## src/nps_pkg.sv

```systemverilog
// Shared constants, codes and controller/datapath interface types for the note stack.
package nps_pkg;

    localparam int CAPACITY = 16;
    localparam int IDX_W    = $clog2(CAPACITY);
    localparam int CNT_W    = $clog2(CAPACITY + 1);
    localparam int ACT_W    = 2;
    localparam int NOTE_W   = 7;
    localparam int VEL_W    = 7;
    localparam int HELD_W   = 5;

    typedef enum logic [ACT_W-1:0] {
        ACT_NOTE_ON  = 2'd0,
        ACT_NOTE_OFF = 2'd1,
        ACT_CLEAR    = 2'd2
    } t_action;

    typedef enum logic [2:0] {
        S_IDLE,
        S_DECODE,
        S_SCAN,
        S_EVICT,
        S_INSERT,
        S_MM_INIT,
        S_MM,
        S_DONE
    } t_state;

    typedef struct packed {
        logic latch;
        logic clear;
        logic scan_inc;
        logic rm_at_idx;
        logic rm_last;
        logic insert;
        logic mm_rst;
        logic mm_acc;
        logic out_load;
    } t_cmd;

    typedef struct packed {
        logic [ACT_W-1:0] act;
        logic             at_end;
        logic             match;
        logic             full;
        logic             out_busy;
    } t_status;

endpackage

```

## src/nps_ctrl.sv

```systemverilog
// Controller state machine that sequences search, removal, insertion and the pitch scan.
module nps_ctrl (
    input  logic            i_clk,
    input  logic            i_rst_n,
    input  logic            i_in_valid,
    output logic            o_in_stall,
    input  nps_pkg::t_status i_status,
    output nps_pkg::t_cmd    o_cmd
);
    import nps_pkg::*;

    t_state r_state;
    t_state n_state;

    always_ff @(posedge i_clk) begin
        if (!i_rst_n) begin
            r_state <= S_IDLE;
        end else begin
            r_state <= n_state;
        end
    end

    always_comb begin
        n_state    = r_state;
        o_cmd      = '0;
        o_in_stall = (r_state != S_IDLE);
        case (r_state)
            S_IDLE: begin
                if (i_in_valid) begin
                    o_cmd.latch = 1'b1;
                    n_state     = S_DECODE;
                end
            end
            S_DECODE: begin
                case (i_status.act)
                    ACT_NOTE_ON, ACT_NOTE_OFF: begin
                        n_state = S_SCAN;
                    end
                    ACT_CLEAR: begin
                        o_cmd.clear = 1'b1;
                        n_state     = S_MM_INIT;
                    end
                    default: begin
                        n_state = S_MM_INIT;
                    end
                endcase
            end
            S_SCAN: begin
                // Walk from the most recent entry toward the oldest looking for the note.
                if (i_status.at_end || i_status.match) begin
                    o_cmd.rm_at_idx = !i_status.at_end;
                    n_state = (i_status.act == ACT_NOTE_ON) ? S_EVICT : S_MM_INIT;
                end else begin
                    o_cmd.scan_inc = 1'b1;
                end
            end
            S_EVICT: begin
                o_cmd.rm_last = i_status.full;
                n_state       = S_INSERT;
            end
            S_INSERT: begin
                o_cmd.insert = 1'b1;
                n_state      = S_MM_INIT;
            end
            S_MM_INIT: begin
                o_cmd.mm_rst = 1'b1;
                n_state      = S_MM;
            end
            S_MM: begin
                if (i_status.at_end) begin
                    n_state = S_DONE;
                end else begin
                    o_cmd.mm_acc = 1'b1;
                end
            end
            S_DONE: begin
                if (!i_status.out_busy) begin
                    o_cmd.out_load = 1'b1;
                    n_state        = S_IDLE;
                end
            end
            default: begin
                n_state = S_IDLE;
            end
        endcase
    end

endmodule

```

## src/nps_datapath.sv

```systemverilog
// Datapath: recency-ordered note store, scan index, pitch extremes and the result register.
module nps_datapath (
    input  logic                    i_clk,
    input  logic                    i_rst_n,
    input  nps_pkg::t_cmd           i_cmd,
    output nps_pkg::t_status        o_status,
    input  logic [nps_pkg::ACT_W-1:0]  i_action,
    input  logic [nps_pkg::NOTE_W-1:0] i_note,
    input  logic [nps_pkg::VEL_W-1:0]  i_velocity,
    output logic                    o_out_valid,
    input  logic                    i_out_stall,
    output logic                    o_any_held,
    output logic [nps_pkg::NOTE_W-1:0] o_recent_note,
    output logic [nps_pkg::VEL_W-1:0]  o_recent_velocity,
    output logic [nps_pkg::HELD_W-1:0] o_held_count,
    output logic [nps_pkg::NOTE_W-1:0] o_lowest_note,
    output logic [nps_pkg::NOTE_W-1:0] o_highest_note
);
    import nps_pkg::*;

    // Entry 0 is the most recent note; entries at and above r_count are stale.
    logic [NOTE_W-1:0] r_note [CAPACITY];
    logic [VEL_W-1:0]  r_vel  [CAPACITY];
    logic [CNT_W-1:0]  r_count;
    logic [CNT_W-1:0]  r_idx;
    logic [ACT_W-1:0]  r_act;
    logic [NOTE_W-1:0] r_key_note;
    logic [VEL_W-1:0]  r_key_vel;
    logic [NOTE_W-1:0] r_lo;
    logic [NOTE_W-1:0] r_hi;
    logic              r_out_valid;
    logic              r_any;
    logic [NOTE_W-1:0] r_recent_note;
    logic [VEL_W-1:0]  r_recent_vel;
    logic [HELD_W-1:0] r_held;
    logic [NOTE_W-1:0] r_out_lo;
    logic [NOTE_W-1:0] r_out_hi;

    logic [NOTE_W-1:0] rd_note;
    logic              any_now;

    assign rd_note = r_note[r_idx[IDX_W-1:0]];
    assign any_now = (r_count != '0);

    assign o_status.act      = r_act;
    assign o_status.at_end   = (r_idx == r_count);
    assign o_status.match    = (rd_note == r_key_note);
    assign o_status.full     = (r_count == CNT_W'(CAPACITY));
    assign o_status.out_busy = r_out_valid && i_out_stall;

    always_ff @(posedge i_clk) begin
        if (i_cmd.rm_at_idx) begin
            for (int j = 0; j < CAPACITY - 1; j++) begin
                if (CNT_W'(j) >= r_idx) begin
                    r_note[j] <= r_note[j + 1];
                    r_vel[j]  <= r_vel[j + 1];
                end
            end
        end else if (i_cmd.insert) begin
            for (int j = 1; j < CAPACITY; j++) begin
                r_note[j] <= r_note[j - 1];
                r_vel[j]  <= r_vel[j - 1];
            end
            r_note[0] <= r_key_note;
            r_vel[0]  <= r_key_vel;
        end
    end

    always_ff @(posedge i_clk) begin
        if (i_cmd.latch) begin
            r_act      <= i_action;
            r_key_note <= i_note;
            r_key_vel  <= i_velocity;
        end
        if (i_cmd.latch || i_cmd.mm_rst) begin
            r_idx <= '0;
        end else if (i_cmd.scan_inc || i_cmd.mm_acc) begin
            r_idx <= r_idx + CNT_W'(1);
        end
        if (i_cmd.mm_rst) begin
            r_lo <= '1;
            r_hi <= '0;
        end else if (i_cmd.mm_acc) begin
            if (rd_note < r_lo) begin
                r_lo <= rd_note;
            end
            if (rd_note > r_hi) begin
                r_hi <= rd_note;
            end
        end
        if (i_cmd.out_load) begin
            r_any         <= any_now;
            r_recent_note <= any_now ? r_note[0] : '0;
            r_recent_vel  <= any_now ? r_vel[0] : '0;
            r_held        <= HELD_W'(r_count);
            r_out_lo      <= any_now ? r_lo : '0;
            r_out_hi      <= any_now ? r_hi : '0;
        end
    end

    always_ff @(posedge i_clk) begin
        if (!i_rst_n) begin
            r_count     <= '0;
            r_out_valid <= 1'b0;
        end else begin
            if (i_cmd.clear) begin
                r_count <= '0;
            end else if (i_cmd.rm_at_idx || i_cmd.rm_last) begin
                r_count <= r_count - CNT_W'(1);
            end else if (i_cmd.insert) begin
                r_count <= r_count + CNT_W'(1);
            end
            if (i_cmd.out_load) begin
                r_out_valid <= 1'b1;
            end else if (!i_out_stall) begin
                r_out_valid <= 1'b0;
            end
        end
    end

    assign o_out_valid       = r_out_valid;
    assign o_any_held        = r_any;
    assign o_recent_note     = r_recent_note;
    assign o_recent_velocity = r_recent_vel;
    assign o_held_count      = r_held;
    assign o_lowest_note     = r_out_lo;
    assign o_highest_note    = r_out_hi;

endmodule

```

## src/note_priority_stack.sv

```systemverilog
// Top level of the last-note-priority held-note stack for a monophonic voice.
// A note on or off first searches the list and removes a match; a note on then evicts if full
// and inserts. Every request ends with the pitch minimum/maximum scan through the one read port
// before its result enters the result register. A new request is taken only after that load,
// and the load waits while the output still holds a result that has not been taken.
// Reset (synchronous, active low) empties the stack, idles the controller and drops o_out_valid.
module note_priority_stack (
    input  logic                       i_clk,
    input  logic                       i_rst_n,
    input  logic                       i_in_valid,
    output logic                       o_in_stall,
    input  logic [nps_pkg::ACT_W-1:0]  i_action,
    input  logic [nps_pkg::NOTE_W-1:0] i_note,
    input  logic [nps_pkg::VEL_W-1:0]  i_velocity,
    output logic                       o_out_valid,
    input  logic                       i_out_stall,
    output logic                       o_any_held,
    output logic [nps_pkg::NOTE_W-1:0] o_recent_note,
    output logic [nps_pkg::VEL_W-1:0]  o_recent_velocity,
    output logic [nps_pkg::HELD_W-1:0] o_held_count,
    output logic [nps_pkg::NOTE_W-1:0] o_lowest_note,
    output logic [nps_pkg::NOTE_W-1:0] o_highest_note
);
    import nps_pkg::*;

    // The held notes live in a recency-ordered list: entry 0 is the most recent note and
    // the oldest sits at the end, so eviction of the least recent note is just a drop of
    // the last entry. A note on searches the list for a copy of the same note, removes it
    // by closing the gap, evicts when the list is full, then pushes the new note at the
    // front. A note off only searches and removes. Because no note is held twice, the
    // lowest and highest held pitches follow from one pass over the list after the update.
    // The result register decouples the output side, so a new request is taken while the
    // previous result still waits to be taken.

    t_cmd    cmd;
    t_status status;

    nps_ctrl u_ctrl (
        .i_clk      (i_clk),
        .i_rst_n    (i_rst_n),
        .i_in_valid (i_in_valid),
        .o_in_stall (o_in_stall),
        .i_status   (status),
        .o_cmd      (cmd)
    );

    nps_datapath u_datapath (
        .i_clk             (i_clk),
        .i_rst_n           (i_rst_n),
        .i_cmd             (cmd),
        .o_status          (status),
        .i_action          (i_action),
        .i_note            (i_note),
        .i_velocity        (i_velocity),
        .o_out_valid       (o_out_valid),
        .i_out_stall       (i_out_stall),
        .o_any_held        (o_any_held),
        .o_recent_note     (o_recent_note),
        .o_recent_velocity (o_recent_velocity),
        .o_held_count      (o_held_count),
        .o_lowest_note     (o_lowest_note),
        .o_highest_note    (o_highest_note)
    );

endmodule
```

## config.mk

```make
export PLATFORM = sky130hd
export DESIGN_NAME = note_priority_stack
export DESIGN_NICKNAME = d
export VERILOG_FILES = /design/src/nps_pkg.sv /design/src/nps_ctrl.sv /design/src/nps_datapath.sv /design/src/note_priority_stack.sv
export SDC_FILE = /design/constraint.sdc
export NUM_CORES = 1
export LEC_CHECK = 0
export BUFFER_PORTS_ARGS = -buffer_cell sky130_fd_sc_hd__buf_2
export CAP_MARGIN = 10
export CORE_MARGIN = 3
export CORE_UTILIZATION = 55
export CTS_CLUSTER_SIZE = 28
export DETAILED_ROUTE_END_ITERATION = 8
export PLACE_DENSITY = 0.72
export SKIP_CTS_REPAIR_TIMING = 1
export SKIP_LAST_GASP = 1
export SLEW_MARGIN = 20
export SYNTH_ARGS = -nofsm -noshare
export SYNTH_HDL_FRONTEND = slang
export SYNTH_HIERARCHICAL = 1
export SYNTH_SLANG_ARGS = --single-unit
export TNS_END_PERCENT = 1
```

## constraint.sdc

```tcl
create_clock -name i_clk -period 6.15 [get_ports i_clk]
set_input_delay 0.9225 -clock i_clk [delete_from_list [all_inputs] [get_ports i_clk]]
set_output_delay 0.9225 -clock i_clk [all_outputs]
set_load 0.005 [all_outputs]
```

==> results of run 1 <==
==> critical path: stages (launching register included) <==
cell      delay (ns)
dfxtp_2         1.01
mux4_2          0.61
mux2i_1         0.15
mux2i_1         0.22
xnor2_1         0.22
nand3_1         0.11
nor4_2          0.39
nor3b_1         0.52
nand2b_4        0.52
inv_6           0.26
nor2_1          0.30
inv_1           0.11
nand2_1         0.14
a21oi_1         0.10
buf_4           0.25
==> cell families (layout without fill, tap and decap cells) <==
logic type	Yosys count	in the layout	share of synthesized area
DFF	306	306	0.6250
adders and majority gates	20	20	0.01816
xor gates and xnor gates	29	29	0.01790
buffers and inverters	96	158	0.03042
AOI/OAI and AO/OA	101	101	0.05211
and+or+nand+nor	588	588	0.1705
muxes	91	91	0.08588
==> Yosys cell counts, types with 3 or more instances <==
cell | n | area, µm²
xor2_1 | 13 | 113.9
nor3b_1 | 3 | 22.52
nor4_1 | 4 | 25.02
nand2b_1 | 5 | 31.28
dfxtp_1 | 32 | 640.6
edfxtp_1 | 274 | 8228
mux4_1 | 4 | 105.1
a211oi_1 | 3 | 22.52
or2_2 | 4 | 25.02
nor2b_1 | 21 | 131.4
buf_2 | 9 | 45.04
nand3_1 | 8 | 40.04
o21ai_0 | 9 | 45.04
buf_6 | 4 | 45.04
nand2_1 | 462 | 1734
clkbuf_1 | 52 | 195.2
a21oi_1 | 23 | 115.1
nand4_1 | 3 | 18.77
ha_1 | 19 | 237.7
xnor2_1 | 16 | 140.1
a31oi_1 | 6 | 37.54
nor2_1 | 46 | 172.7
mux4_2 | 16 | 360.4
a22o_1 | 36 | 315.3
inv_1 | 23 | 86.33
and2_1 | 3 | 18.77
mux2i_1 | 37 | 370.4
a21o_1 | 5 | 37.54
mux2_2 | 34 | 382.9
buf_4 | 5 | 37.54
nor3_1 | 15 | 75.07
o21a_1 | 3 | 22.52
==> routing by layer <==
| layer | wire length, µm | vias to the layer above | GRT usage |
|---|---|---|---|
| met5 | 0 | - | 0 |
| met4 | 1028 | 0 | 0.07209 |
| met3 | 2030 | 74 | 0.03109 |
| met2 | 15610 | 334 | 0.3805 |
| met1 | 13590 | 4613 | 0.3187 |
| li1 | - | 4379 | - |
==> area by class of cell <==
type	count	area, µm²	share of cell area
Sequential cell	306	8870	0.5652
Clock buffer	40	840.8	0.05358
Inverter	24	95.09	0.006059
Timing Repair Buffer	76	432.9	0.02759
Multi-Input combinational cell	829	4918	0.3134
Clock inverter	18	123.9	0.007893
Tap cell	330	412.9	0.02631
==> stage by stage <==
stage,instance area (µm²),utilization,hold slack (ns),std cells
4_1_cts,15690,0.6212,0.4752,1623
3_3_place_gp,14720,0.5829,0.4638,1565
6_report,15690,0.6214,0.4691,1623
5_1_grt,15690,0.6214,0.4838,1623
3_5_place_dp,14720,0.5830,0.4503,1565
2_1_floorplan,14190,-,0.4273,1231
==> how the worst max path moves through the flow <==
stage,from,to,slack (ns),depth (start not counted)
2_1_floorplan,register,u_datapath/r_note[2][0]$_DFFE_PP_,1.80,15
3_3_place_gp,register,u_datapath/r_vel[0][13]$_DFFE_PP_,0.96,13
3_5_place_dp,register,u_datapath/r_vel[1][11]$_DFFE_PP_,0.98,10
4_1_cts,register,u_datapath/r_vel[0][25]$_DFFE_PP_,0.91,13
5_1_grt,register,u_datapath/r_vel[0][25]$_DFFE_PP_,0.45,13
6_report,register,u_datapath/r_note[2][6]$_DFFE_PP_,0.96,14
==> power by group through the flow <==
stage	clock (µW)	combinational (µW)	sequential, µW
floorplan	0	729	2810
global placement	0	895	2940
detailed placement	0	927	2940
CTS	1810	933	2890
global route	1900	1060	2920
finish	1780	931	2900
==> summary.md, run 1 <==
| Metric | Value |
|---|---|
| Rows | `58` |
| Yosys warnings | `6` |
| Most used DFF post-synth | `edfxtp_1` |
| Worst-Margin Slew | `approximately 1 ns` |
| Total Routed Length | `32.25 mm` |
| Setup TNS | `0 ns` |
| Drt pass-1 iters | `5` |
| Cells after synthesis | `1231` |
| Final Hold Vio Count | `0` |
| Post-synthesis sequential area ratio | `0.6250` |
| Finish-stage setup viols | `0` |
| Initial core utilization | `0.5619` |
| FFs w/ async S/R, synth | `0` |
| Worst reg2reg path depth | `14` |
| Post-synth EDFFs | `274` |
| Detail Route Antenna Nets | `0` |
| Filler Cells Inserted | `1998` |
| Slew Limit Headroom | `0.3128` |
| Antenna Diode Count | `0` |
| Post-route minimum period | `5.195 ns` |
| Clock Path Buffers | `3` |
| Worst setup margin | `0.9551 ns` |
| Slew Viols, Final | `0` |
| Data required, critical path | `6.45 ns` |
| Core area | `25250 µm²` |
| Switching share of total power | `0.2850` |
| Clk root buf | `clkbuf_16` |
| Hold-critical path depth | `0` |
| Status | `complete, no violations` |
| Synth cell types | `60` |
| Switching power | `roughly 1600 µW` |
| Via count | `9400` |
| Ports | `between 50 and 60` |
| Post-Syn Nets | `between 1000 and 1500` |
| Worst-path fanout max | `63` |
| DIE HEIGHT | `166.6 µm` |
| Clock buffer count from CTS | `31` |
| Maxcap violations | `0` |
| Hold WC Path Type | `reg2reg` |
| Leak pwr | `0.006174 µW` |
| Gpl congestion | `0.9133` |
| Final Power | `~5600 µW` |
| PwrDens | `roughly 360 nW/µm²` |
| Biggest regs | `u_datapath/r_note (112), u_datapath/r_vel (112)` |
| CP Class | `reg2reg` |
| Share of cells above drive strength 1 | `0.1469` |
| Hold Crit Start | `u_datapath/r_vel[1][45]$_DFFE_PP_` |
| Total gr overflow | `0` |
| CP arrival | `5.49 ns` |
| Worst hold endpoint | `u_datapath/r_vel[1][52]$_DFFE_PP_` |
| FF-to-FF setup slack | `between 0.9 and 1 ns` |
| Post-Synthesis Cell Area | `14190 µm²` |
| First-pass GRT wire length | `50.94 mm` |
| Sink Count | `306` |
| Leading cell type in the layout, fill and taps excluded | `nand2_1` |
| Logic gate share of total power | `0.166` |
| Flop pwr share | `0.517` |
| Die width | `between 150 and 200 µm` |
| Vias in the first global route | `~9200` |
| Drt wl/cell | `approximately 20 µm` |
| PortBufs | `55` |
| Later-pin clock latency in the skew report | `approximately 0.56 ns` |
| Final cycle utilization of the critical path | `0.8447` |
| Critical Path Source Type | `register` |
| Setup skew after layout | `0.02039 ns` |
| Peak supply drop | `~0.26 mV` |
| Synthesis-to-layout area growth | `10.60%` |
| #FFs+latches synth | `between 300 and 400` |
| Crit end category | `register` |
| RSZ-0062 raised after global routing | `false` |
| Final net count | `1308` |
| Number of vias per cell | `5.792` |
| Clk pwr share | `0.318` |
| CTS tree | `built` |
| FF-to-FF End | `u_datapath/r_note[2][6]$_DFFE_PP_` |
| Initial antenna violation count | `0` |
| Clock Pin Slew Worst Setup and Hold Paths | `~0.06 ns` |
| Max Freq | `192.5 MHz` |
| Hpwl dp | `22.72 mm` |
| Die Area | `27760 µm²` |
| 1st-iter DRT viols | `between 1000 and 1500` |
| Most frequent cells in the layout | `nand2_1, edfxtp_1, buf_2, nor2_1, mux2i_1` |
| H-tree Lvls | `1` |
| Syn Area/Cell | `roughly 12 µm²` |
| P_int | `approximately 4000 µW` |
| Largest net degree at the start of global routing | `75` |
| All-layer global routing usage | `0.2294` |
| Placement Setup Slack | `0.9793 ns` |
| # DRC | `0` |
No activity file was read; power rests on OpenSTA's default activity.
==> inputs of run 2 (changes only) <==
- ABC_AREA: unset -> 1
- clock period: 6.15 -> 5.3 ns (I/O delays scaled with it)
==> run 2 against run 1 <==
  * Largest cell class unchanged
  * Worst hold slack lost 0.020 ns
  * Combinational power up 91%
  * Highest routed layer unchanged
  * Routed wire length decreased by 1.2%
  * Final area increased by 1.5%
  * Register-to-register slack worse by 0.16 ns
  * Count of clock-buffer cells in the layout rose by 9
  * Synthesized area increased by 0.91%
  * Final cell count is 14% higher
  * Clock power increased by 27%
==> summary.md, run 2 <==
| Metric | Value |
|---|---|
| Synth cell types | `43 (was 60)` |
| Drt pass-1 iters | `5 (unchanged)` |
| Setup TNS | `0 ns (unchanged)` |
| Cells after synthesis | `1448 (was 1231)` |
| Peak supply drop | `0.2626 mV (was 0.2587 mV)` |
| Most used DFF post-synth | `edfxtp_1 (unchanged)` |
| Post-Synth Adder-Cell Area | `0.01800 (was 0.01816)` |
| #FFs+latches synth | `306 (unchanged)` |
| Biggest regs | `u_datapath/r_note (112), u_datapath/r_vel (112) (unchanged)` |
| Slew Viols, Final | `0 (unchanged)` |
| Rows | `58 (unchanged)` |
| Max Freq | `221.8 MHz (was 192.5 MHz)` |
| Count leader, synth | `nand2_1 (unchanged)` |
| Ports | `56 (unchanged)` |
| Synthesis-to-layout area growth | `11.25% (was 10.60%)` |
| Die width | `167.4 µm (was 166.6 µm)` |
| Total Routed Length | `31.88 mm (was 32.25 mm)` |
| Hold WC Path Type | `reg2reg (unchanged)` |
| Largest net degree at the start of global routing | `132 (was 75)` |
| PortBufs | `55 (unchanged)` |
| Most frequent cells in the layout | `nand2_1, edfxtp_1, inv_1, o21ai_0, nand3_1 (was nand2_1, edfxtp_1, buf_2, nor2_1, mux2i_1)` |
| Synth Area in Compound Gates | `0.1217 (was 0.05211)` |
| CTS tree | `built (unchanged)` |
| Clock Pin Slew Worst Setup and Hold Paths | `0.06 ns (about the same)` |
| First-pass GRT wire length | `51.89 mm (was 50.94 mm)` |
| Die Area | `28010 µm² (was 27760 µm²)` |
| Syn Area/Cell | `9.889 µm² (was 11.53 µm²)` |
| Initial core utilization | `0.5637 (was 0.5619)` |
| PwrDens | `461.4 nW/µm² (was 357.6 nW/µm²)` |
| Simple-Gate Fraction of Synth Area | `0.1503 (was 0.1705)` |
| Final net count | `1530 (was 1308)` |
| Logic gate share of total power | `0.242 (was 0.166)` |
| Flop pwr share | `0.451 (was 0.517)` |
| CP Class | `reg2reg (unchanged)` |
| Switching share of total power | `0.3160 (was 0.2850)` |
| All-layer global routing usage | `0.2262 (was 0.2294)` |
| Initial antenna violation count | `0 (unchanged)` |
| Drt wl/cell | `17.28 µm (was 19.87 µm)` |
| CP arrival | `4.64 ns (was 5.49 ns)` |
| Clk pwr share | `0.307 (was 0.318)` |
| Status | `complete, no violations (unchanged)` |
| Clock buffer count from CTS | `34 (was 31)` |
| Maxcap violations | `0 (unchanged)` |
| Total gr overflow | `0 (unchanged)` |
| Post-route minimum period | `4.508 ns (was 5.195 ns)` |
| Yosys warnings | `6 (unchanged)` |
| Worst-path fanout max | `43 (was 63)` |
| Share of cells above drive strength 1 | `0.1188 (was 0.1469)` |
| Post-synth EDFFs | `274 (unchanged)` |
| Largest family of logic cells by synthesized area | `simple AND/OR/NAND/NOR gates (unchanged)` |
| Leading cell type in the layout, fill and taps excluded | `nand2_1 (unchanged)` |
| Slew Limit Headroom | `0.3428 (was 0.3128)` |
| Later-pin clock latency in the skew report | `0.51 ns (was 0.56 ns)` |
| P_int | `5028 µW (was 4013 µW)` |
| Number of vias per cell | `5.653 (was 5.792)` |
| Setup skew after layout | `0.01545 ns (was 0.02039 ns)` |
| RSZ-0062 raised after global routing | `false (unchanged)` |
| Post-Synthesis Cell Area | `14320 µm² (was 14190 µm²)` |
| H-tree Lvls | `2 (was 1)` |
| Data required, critical path | `5.43 ns (was 6.45 ns)` |
| Finish-stage setup viols | `0 (unchanged)` |
| Detail Route Antenna Nets | `0 (unchanged)` |
| # DRC | `0 (unchanged)` |
| Post-Syn Nets | `1488 (was 1271)` |
| Clock Path Buffers | `3 (unchanged)` |
| Post-synth top cells | `nand2_1, edfxtp_1, inv_1, o21ai_0, nand3_1 (was nand2_1, edfxtp_1, clkbuf_1, nor2_1, mux2i_1)` |
| Vias in the first global route | `9678 (was 9180)` |
| Hpwl dp | `21.52 mm (was 22.72 mm)` |
| Xor/xnor share of the synthesized area | `0.001835 (was 0.01790)` |
| Critical Path Source Type | `register (unchanged)` |
| FFs w/ async S/R, synth | `0 (unchanged)` |
| Post-synthesis sequential area ratio | `0.6194 (was 0.6250)` |
| Clk root buf | `clkbuf_16 (unchanged)` |
| Via count | `10430 (was 9400)` |
| DIE HEIGHT | `167.4 µm (was 166.6 µm)` |
| Sink Count | `306 (unchanged)` |
| Leak pwr | `0.006494 µW (was 0.006174 µW)` |
| Switching power | `2322 µW (was 1599 µW)` |
| Area leader, netlist | `edfxtp_1 (unchanged)` |
| Antenna Diode Count | `0 (unchanged)` |
| Area share of the largest cell type after synthesis | `0.5746 (was 0.5798)` |
| Final Hold Vio Count | `0 (unchanged)` |
| Crit end category | `register (unchanged)` |
| Top area cells in the synthesized netlist | `edfxtp_1, nand2_1, o21ai_0 (was edfxtp_1, nand2_1, dfxtp_1)` |
| Worst-Margin Slew | `0.9833 ns (was 1.031 ns)` |
| Final cycle utilization of the critical path | `0.8506 (was 0.8447)` |
| WHS | `0.4490 ns (was 0.4691 ns)` |
| Gpl congestion | `0.8551 (was 0.9133)` |
| Mux contribution to synthesized area | `0.007864 (was 0.08588)` |
| 1st-iter DRT viols | `1190 (was 1120)` |
| Core area | `25400 µm² (was 25250 µm²)` |
-- run 2: cell types whose count changed after synthesis, moves of 36 or more --
| cell | change |
|---|---|
| a22o_1 | -36 |
| inv_1 | +176 |
| mux2i_1 | -37 |
| nand2_1 | -112 |
| nand3_1 | +74 |
| o21ai_0 | +181 |
-- run 2: worst paths after layout --
| check | from | slack, ns | end | cells past startpoint |
|---|---|---|---|---|
| worst max-delay path | register | 0.79 | u_datapath/r_note[14][6]$_DFFE_PP_ | 17 |
| worst min-delay path | u_datapath/r_vel[1][42]$_DFFE_PP_ | 0.45 | u_datapath/r_vel[1][49]$_DFFE_PP_ | 0 |
| worst max register to register | register | 0.79 | u_datapath/r_note[14][6]$_DFFE_PP_ | 17 |
| worst min register to register | u_datapath/r_vel[1][42]$_DFFE_PP_ | 0.45 | u_datapath/r_vel[1][49]$_DFFE_PP_ | 0 |
-- run 2: through the flow --
step	area, µm²	cells	power, µW	util	setup WS (ns)
final	15930	1845	7350	0.6271	0.7917
after global routing	15930	1845	7795	0.6271	0.3789
after CTS	15920	1845	7376	0.6269	0.9234
after detailed placement	14850	1784	5103	0.5846	0.9445
after global placement	14850	1784	5041	0.5846	1.053
after floorplan	14320	1448	4648	-	0.4600
-- run 2: power groups by stage --
stage	clock [µW]	combinational (µW)	sequential, µW
floorplan	0	1370	3270
global placement	0	1690	3350
detailed placement	0	1750	3360
CTS	2300	1760	3310
global route	2410	2040	3350
finish	2260	1780	3320
-- run 2: cell families (layout without fill, tap and decap cells) --
family	count (synthesis)	in the layout
fa+ha+maj	20	20
xor+xnor	3	3
simple gates	513	513
buf+inv	279	346
compound gates	317	317
mux	10	10
flops	306	306
-- run 2: layer usage --
metal | global-route usage | share of wire | up-vias | wire, µm
met3 | 0.03541 | 0.073 | 53 | 2331
li1 | - | - | 5002 | -
met4 | 0.05834 | 0.020 | 0 | 641
met1 | 0.3452 | 0.46 | 4952 | 14710
met5 | 0 | 0 | - | 0
met2 | 0.3429 | 0.45 | 423 | 14190
-- run 2: worst max-delay path, cell delays in order (launching register included) --
cell	delay [ns]
dfxtp_1	0.31
buf_4	0.45
inv_2	0.27
nand3_1	0.15
nand3_1	0.08
nand3_1	0.17
nand2_1	0.13
xor2_1	0.16
nor2_1	0.10
nand2_1	0.08
nor2_1	0.17
inv_1	0.08
nor4_1	0.52
inv_1	0.19
nor2_2	0.20
buf_4	0.24
nand2_1	0.28
nand2_1	0.56
-- run 2: cell type report --
type	instances	area [µm²]
fillers	2070	9470
well taps	330	412.9
inverters	208	787.0
flip-flops and latches	306	8870
repair buffers	77	465.4
clock buffers	49	1002
clock inverters	12	73.82
multi-input cells	863	4318
